## config.mk

```make
export PLATFORM = sky130hd
export DESIGN_NAME = sorted_tag_table_cache_unit
export DESIGN_NICKNAME = d
export VERILOG_FILES = /design/src/sv/sttc_pkg.sv /design/src/sv/sorted_tag_table_cache_unit.sv
export SDC_FILE = /design/constraint.sdc
export NUM_CORES = 2
export LEC_CHECK = 0
export BUFFER_PORTS_ARGS = -buffer_cell sky130_fd_sc_hd__buf_2
export CAP_MARGIN = 20
export CORE_MARGIN = 2
export CORE_UTILIZATION = 62
export CTS_CLUSTER_SIZE = 24
export DETAILED_ROUTE_END_ITERATION = 12
export GPL_TIMING_DRIVEN = 0
export MAX_ROUTING_LAYER = met4
export PLACE_DENSITY_LB_ADDON = 0.12
export SLEW_MARGIN = 15
export SYNTH_ARGS = -nofsm -noshare
export SYNTH_HDL_FRONTEND = slang
export SYNTH_SLANG_ARGS = --single-unit
```

## constraint.sdc

```tcl
create_clock -name clk -period 9.85 [get_ports clk]
set_input_delay 0 -clock clk [delete_from_list [all_inputs] [get_ports clk]]
set_output_delay 0 -clock clk [all_outputs]
set_load 0.02 [all_outputs]
```

## src/sv/sttc_pkg.sv

```systemverilog
// shared constants and codes for the sorted tag table cache unit
package sttc_pkg;

  localparam int CAPACITY_DEF = 16;
  localparam int TAG_BITS_DEF = 32;

  localparam int KIND_W   = 2;
  localparam int STATUS_W = 3;
  localparam int DATA_W   = 32;
  localparam int TAG_IN_W = 32;

  localparam logic [KIND_W-1:0] KIND_LOOKUP = 2'd0;
  localparam logic [KIND_W-1:0] KIND_INSERT = 2'd1;
  localparam logic [KIND_W-1:0] KIND_FLUSH  = 2'd2;

  localparam logic [STATUS_W-1:0] ST_HIT      = 3'd0;
  localparam logic [STATUS_W-1:0] ST_MISS     = 3'd1;
  localparam logic [STATUS_W-1:0] ST_INSERTED = 3'd2;
  localparam logic [STATUS_W-1:0] ST_FULL     = 3'd3;
  localparam logic [STATUS_W-1:0] ST_FLUSHED  = 3'd4;

endpackage

```

## src/sv/sorted_tag_table_cache_unit.sv

```systemverilog
// sorted tag table with binary search lookup and shifting insert over one memory
//
//   channel  direction  handshake             payload
//   req      in         req_valid/req_stall   kind, tag, handle, length
//   rsp      out        rsp_valid/rsp_stall   status, found_handle, found_length
//
// lookup: each probe is a read then a compare; up to floor(log2(entry_count))+1 probes
//   per word over the single read port, none on an empty table
// insert: each larger or equal entry is read and written one slot up, then the new entry
// flush and full insert: no memory access; one word at a time, req_stall high until idle again
// reset clears the state, the entry count and rsp_valid; table contents stay undefined, no clearing pass
// a stalled result holds the next one in S_REPLY; no new word is taken until the output is free
module sorted_tag_table_cache_unit #(
  parameter int CAPACITY = sttc_pkg::CAPACITY_DEF,
  parameter int TAG_BITS = sttc_pkg::TAG_BITS_DEF
) (
  input  logic                          clk,
  input  logic                          rst,
  input  logic                          req_valid,
  output logic                          req_stall,
  input  logic [sttc_pkg::KIND_W-1:0]   kind,
  input  logic [sttc_pkg::TAG_IN_W-1:0] tag,
  input  logic [sttc_pkg::DATA_W-1:0]   handle,
  input  logic [sttc_pkg::DATA_W-1:0]   length,
  output logic                          rsp_valid,
  input  logic                          rsp_stall,
  output logic [sttc_pkg::STATUS_W-1:0] status,
  output logic [sttc_pkg::DATA_W-1:0]   found_handle,
  output logic [sttc_pkg::DATA_W-1:0]   found_length
);

  localparam int CW = $clog2(CAPACITY + 1);
  localparam int IW = $clog2(CAPACITY);

  typedef struct packed {
    logic [TAG_BITS-1:0]         tag;
    logic [sttc_pkg::DATA_W-1:0] handle;
    logic [sttc_pkg::DATA_W-1:0] length;
  } entry_t;

  typedef enum logic [5:0] {
    S_IDLE  = 6'b000001,
    S_PROBE = 6'b000010,
    S_CMP   = 6'b000100,
    S_SHRD  = 6'b001000,
    S_SHWR  = 6'b010000,
    S_REPLY = 6'b100000
  } state_t;

  state_t state, state_next;

  entry_t mem [CAPACITY];
  entry_t rd_data;
  logic   mem_re, mem_we;
  logic [IW-1:0] mem_raddr, mem_waddr;
  entry_t mem_wdata;

  logic [CW-1:0] count, count_next;
  logic [CW-1:0] lo, lo_next, hi, hi_next, mid, mid_q, mid_q_next;
  logic [CW-1:0] pos, pos_next, pos_dec;
  logic [CW:0]   mid_sum;

  logic [TAG_BITS-1:0]         key;
  logic [sttc_pkg::DATA_W-1:0] hdl_q, len_q;

  logic [sttc_pkg::STATUS_W-1:0] pend_status, pend_status_next;
  logic [sttc_pkg::DATA_W-1:0]   pend_handle, pend_handle_next;
  logic [sttc_pkg::DATA_W-1:0]   pend_length, pend_length_next;

  logic req_take, rsp_free;

  assign req_stall = (state != S_IDLE);
  assign req_take  = req_valid && !req_stall;
  assign rsp_free  = !rsp_valid || !rsp_stall;

  assign mid_sum = {1'b0, lo} + {1'b0, hi};
  assign mid     = mid_sum[CW:1];
  assign pos_dec = pos - CW'(1);

  // table memory, registered read
  always_ff @(posedge clk) begin
    if (mem_we) begin
      mem[mem_waddr] <= mem_wdata;
    end
    if (mem_re) begin
      rd_data <= mem[mem_raddr];
    end
  end

  always_comb begin
    state_next       = state;
    count_next       = count;
    lo_next          = lo;
    hi_next          = hi;
    mid_q_next       = mid_q;
    pos_next         = pos;
    pend_status_next = pend_status;
    pend_handle_next = pend_handle;
    pend_length_next = pend_length;
    mem_re           = 1'b0;
    mem_raddr        = mid[IW-1:0];
    mem_we           = 1'b0;
    mem_waddr        = pos[IW-1:0];
    mem_wdata        = '{tag: key, handle: hdl_q, length: len_q};

    case (state)
      S_IDLE: begin
        if (req_take) begin
          pend_handle_next = '0;
          pend_length_next = '0;
          case (kind)
            sttc_pkg::KIND_INSERT: begin
              if (count == CW'(CAPACITY)) begin
                pend_status_next = sttc_pkg::ST_FULL;
                state_next       = S_REPLY;
              end else begin
                pos_next   = count;
                state_next = S_SHRD;
              end
            end
            sttc_pkg::KIND_FLUSH: begin
              count_next       = '0;
              pend_status_next = sttc_pkg::ST_FLUSHED;
              state_next       = S_REPLY;
            end
            default: begin
              lo_next    = '0;
              hi_next    = count;
              state_next = S_PROBE;
            end
          endcase
        end
      end
      S_PROBE: begin
        if (lo < hi) begin
          mem_re     = 1'b1;
          mid_q_next = mid;
          state_next = S_CMP;
        end else begin
          pend_status_next = sttc_pkg::ST_MISS;
          state_next       = S_REPLY;
        end
      end
      S_CMP: begin
        if (rd_data.tag < key) begin
          lo_next    = mid_q + CW'(1);
          state_next = S_PROBE;
        end else if (rd_data.tag > key) begin
          hi_next    = mid_q;
          state_next = S_PROBE;
        end else begin
          pend_status_next = sttc_pkg::ST_HIT;
          pend_handle_next = rd_data.handle;
          pend_length_next = rd_data.length;
          state_next       = S_REPLY;
        end
      end
      S_SHRD: begin
        if (pos == '0) begin
          mem_we           = 1'b1;
          count_next       = count + CW'(1);
          pend_status_next = sttc_pkg::ST_INSERTED;
          state_next       = S_REPLY;
        end else begin
          mem_re     = 1'b1;
          mem_raddr  = pos_dec[IW-1:0];
          state_next = S_SHWR;
        end
      end
      S_SHWR: begin
        mem_we = 1'b1;
        if (rd_data.tag < key) begin
          // found the slot: new entry goes above the smaller tag
          count_next       = count + CW'(1);
          pend_status_next = sttc_pkg::ST_INSERTED;
          state_next       = S_REPLY;
        end else begin
          // move the larger or equal entry up one slot
          mem_wdata  = rd_data;
          pos_next   = pos_dec;
          state_next = S_SHRD;
        end
      end
      S_REPLY: begin
        if (rsp_free) begin
          state_next = S_IDLE;
        end
      end
      default: begin
        state_next = S_IDLE;
      end
    endcase
  end

  always_ff @(posedge clk) begin
    if (rst) begin
      state     <= S_IDLE;
      count     <= '0;
      rsp_valid <= 1'b0;
    end else begin
      state <= state_next;
      count <= count_next;
      if (state == S_REPLY && rsp_free) begin
        rsp_valid <= 1'b1;
      end else if (!rsp_stall) begin
        rsp_valid <= 1'b0;
      end
    end
  end

  always_ff @(posedge clk) begin
    lo          <= lo_next;
    hi          <= hi_next;
    mid_q       <= mid_q_next;
    pos         <= pos_next;
    pend_status <= pend_status_next;
    pend_handle <= pend_handle_next;
    pend_length <= pend_length_next;
    if (req_take) begin
      key   <= TAG_BITS'(tag);
      hdl_q <= handle;
      len_q <= length;
    end
    if (state == S_REPLY && rsp_free) begin
      status       <= pend_status;
      found_handle <= pend_handle;
      found_length <= pend_length;
    end
  end

  a_count_bound: assert property (@(posedge clk) disable iff (rst)
    count <= CW'(CAPACITY))
    else $error("entry count above capacity");

  a_flush_empties: assert property (@(posedge clk) disable iff (rst)
    (req_take && kind == sttc_pkg::KIND_FLUSH) |=> (count == '0))
    else $error("flush did not empty the table");

  a_write_only_insert: assert property (@(posedge clk) disable iff (rst)
    mem_we |-> (state == S_SHRD || state == S_SHWR))
    else $error("table write outside insert");

  a_miss_zero: assert property (@(posedge clk) disable iff (rst)
    (rsp_valid && status != sttc_pkg::ST_HIT) |->
      (found_handle == '0 && found_length == '0))
    else $error("nonzero data on a non-hit result");

  a_busy_after_take: assert property (@(posedge clk) disable iff (rst)
    req_take |=> req_stall)
    else $error("word taken but unit not busy");

endmodule
```

==> impl_results.md <==
* Reg clk slew, reported paths at 0.06 ns
* Prevailing post-synth register cell: edfxtp_1
* Dpl hpwl at 124000 microns
* Multi-input logic area at 16200 sq um
* Io pins at 171
* RSZ-0062 raised after global routing: false
* Yosys reg bits at 1894
* Global-route wire length before repair at 280000 microns
* Synthesis-to-layout area growth at 16.8%
* # DRC at 0
* Place WS at 5.10 ns
* Final Core Density at 72.7%
* DRT Pass-1 Iters at 6
* Setup Skew at 0.0279 ns
* Final setup fails at 0
* CP cell instances: ha_1 > nand4_1 > nor3_1 > o21ai_0 > a31oi_1 > a21oi_4 > buf_2 > buf_2 > mux2_1
* VDD IR max at 0.204 mV
* FF/Latch Area at 56800 sq um
* Largest area contributor in the netlist: edfxtp_1
* Post-DR wirelength/cell at 25.6 microns
* Critical Path Source Type: flop
* Worst hold margin at 0.135 ns
* Post-synth EDFFs at 1882
* Rows at 127
* Synth top area share at 75.9%
* Vias in the first global route at 44.5k
* Overall Power at 18.6 mW
* Initial DRC count at 6336
* Logic pwr share at 14.6%
* Initial antenna violation count at 6
* Tmin final at 4.93 ns
* # diodes at 0
* Core area at 119000 sq um
* Final WL at 192000 microns
* Syn nets at 5239
* Largest cells by area after synthesis: edfxtp_1 76%, nand2_1 6.1%, mux2i_1 3.9%, a21oi_1 2.8%, nand3_1 1.3%
* Worst EP required at 10.30 ns
* Fin. max-slew vios at 0
* Via count at 45.6k
* Nets at 5899
* Initial Utilization at 62.3%
* Sw Share at 26.6%
* Post-DP Area at 79300 sq um
* Count of cell types in the netlist at 58
* Clock tree buffer depth at 3
* Largest net degree at the start of global routing at 65
* Final worst path period share at 50.0%
* Leakage Power at 30.5 nW
* Run status: complete, no violations
* Hold/Removal Path Class: input pin to flop
* Worst path slowest cell: nor3_1
* Least-Margin Pin Slew at 1.21 ns
* Resized Gates After CTS at 0
* Final ANT Viol Nets at 0
* Avg Cell Area, Syn at 14.6 sq um
* Total CTS buffers at 185
* CP endpoint kind: flop
* Gr ovfl total at 0
* Full die area at 123000 sq um
* Fmax at 203 MHz
* Mapped Area at 74400 sq um
* Post-synthesis sequential area ratio at 76.2%
* Die outline height at 351 microns
* H-tree depth at 4
* CTS tree: built
* Cells after DPL at 6972
* Die width at 351 microns
* Asr flop ratio synth at 0%
* Fin. Hold Viols at 0
* Gpl congestion at 0.883
* Non-filler instance count after layout at 7507
* Post-CTS Setup Bufs at 0
* Post-route setup slack at 4.92 ns
* Psw at 4.95 mW
* Yosys warns at 0
* Most numerous cell in the Yosys netlist: edfxtp_1
* Reg power frac at 49.3%
* Setup_tns at 0 ns
* CTS root buf: clkbuf_16
* Fill count at 7387
* Synth cell count leaders: 1882 x edfxtp_1, 1200 x nand2_1, 413 x a21oi_1
* Vias per Instance at 6.07
* Worst-Skew Late Latency at 0.83 ns
* Max Cap Viol at 0
* GRT Util Overall at 32.3%
* Internal power at 13.6 mW
* Design area at 86900 sq um
* Crit-path max cell delay at 0.83 ns
* Share of layout cells above drive strength 1 at 13.0%
* Slew HR at 19.2%
* Clk network pwr share at 36.2%
* Crit-path max FO at 16
* Crit Path Category: flop to flop
* Number of port buffers at 169
* Pwr dens at 214 nW/um^2
* Top cell by count, worst path: buf_2
* Synthesized instance count at 5087
* CP arrival at 5.37 ns
* Sinks on the clock net at 1894
* Post-CTS Hold Buffers at 200
area by class of cell:
type | instances | area share (%)
Clock inverter | 99 | 0.924
Sequential cell | 1894 | 65.3
Multi-Input combinational cell | 2850 | 18.6
Tap cell | 1612 | 2.32
Inverter | 55 | 0.243
Clock buffer | 236 | 5.59
Timing Repair Buffer | 473 | 5.33
Buffer | 288 | 1.66
flip-flops by register name, summed over array words and instances (netlist names), 5 cells and up:
name          cells
count             5
found_handle     32
found_length     32
hdl_q            32
hi                5
key              32
len_q            32
lo                5
mem            1536
mid_q             5
pend_handle      32
pend_length      32
pos               5
rd_data          96
state             6
logic make-up after synthesis:
kind of cell	Yosys count	share of synthesized area, %
flops	1894	76.2
simple gates	1750	9.63
compound gates	652	5.58
mux	389	5.39
buf+inv	343	2.21
fa+ha+maj	50	0.850
xor+xnor	9	0.106
worst paths after layout:
| check | start | endpoint | slack [ns] | cells after the start |
|---|---|---|---|---|
| worst max-delay path | rd_data[79]$_DFFE_PP_ | mem[11][69]$_DFFE_PP_ | 4.92 | 9 |
| worst min-delay path | rst | state[4]$_SDFFE_PP0P_ | 0.13 | 3 |
| worst max register to register | rd_data[79]$_DFFE_PP_ | mem[11][69]$_DFFE_PP_ | 4.92 | 9 |
| worst min register to register | pend_handle[0]$_SDFFCE_PN0P_ | found_handle[0]$_DFFE_PP_ | 0.41 | 0 |
layer usage:
layer / routed length, microns / vias to the layer above / global-route usage [%] / part of all wire (%)
met2: 91000 / 2465 / 49.7 / 47
met4: 6020 / 0 / 10.7 / 3.1
met3: 19800 / 328 / 6.38 / 10
met5: 0 / - / - / 0
li1: - / 20100 / - / -
met1: 75600 / 22600 / 43.8 / 39
cell usage in the layout (no fill, tap or decap), drive strengths merged, types with 12 or more instances in the layout:
| master | netlist | layout |
|---|---|---|
| nand3 | 199 | 199 |
| edfxtp | 1882 | 1882 |
| and2 | 67 | 67 |
| o221ai | 96 | 96 |
| ha | 49 | 49 |
| o21ai | 21 | 21 |
| a32oi | 96 | 96 |
| inv | 55 | 62 |
| dfxtp | 12 | 12 |
| mux2i | 292 | 292 |
| clkinv | 0 | 81 |
| mux2 | 97 | 97 |
| dlygate4sd3 | 0 | 200 |
| buf | 158 | 431 |
| nor2 | 230 | 230 |
| clkbuf | 130 | 366 |
| a21oi | 413 | 413 |
| nand2 | 1201 | 1201 |
worst max-delay path, delay by kind of cell (launching register included):
family | cells | cell delay, ns
and+or+nand+nor | 2 | 1.01
buffers and inverters | 2 | 0.71
muxes | 1 | 0.62
DFF | 1 | 0.41
AOI/OAI and AO/OA | 3 | 1.43
adders and majority gates | 1 | 0.33
power groups by stage:
stage               clock network [mW]  registers [mW]  logic (mW)
floorplan                            0            9.29        1.58
global placement                     0            9.33        2.50
detailed placement                   0            9.32        2.58
CTS                               6.73            9.15        2.66
global route                      7.04            9.15        2.87
finish                            6.71            9.15        2.70
Note: power is estimated with default switching activity, not from simulation.
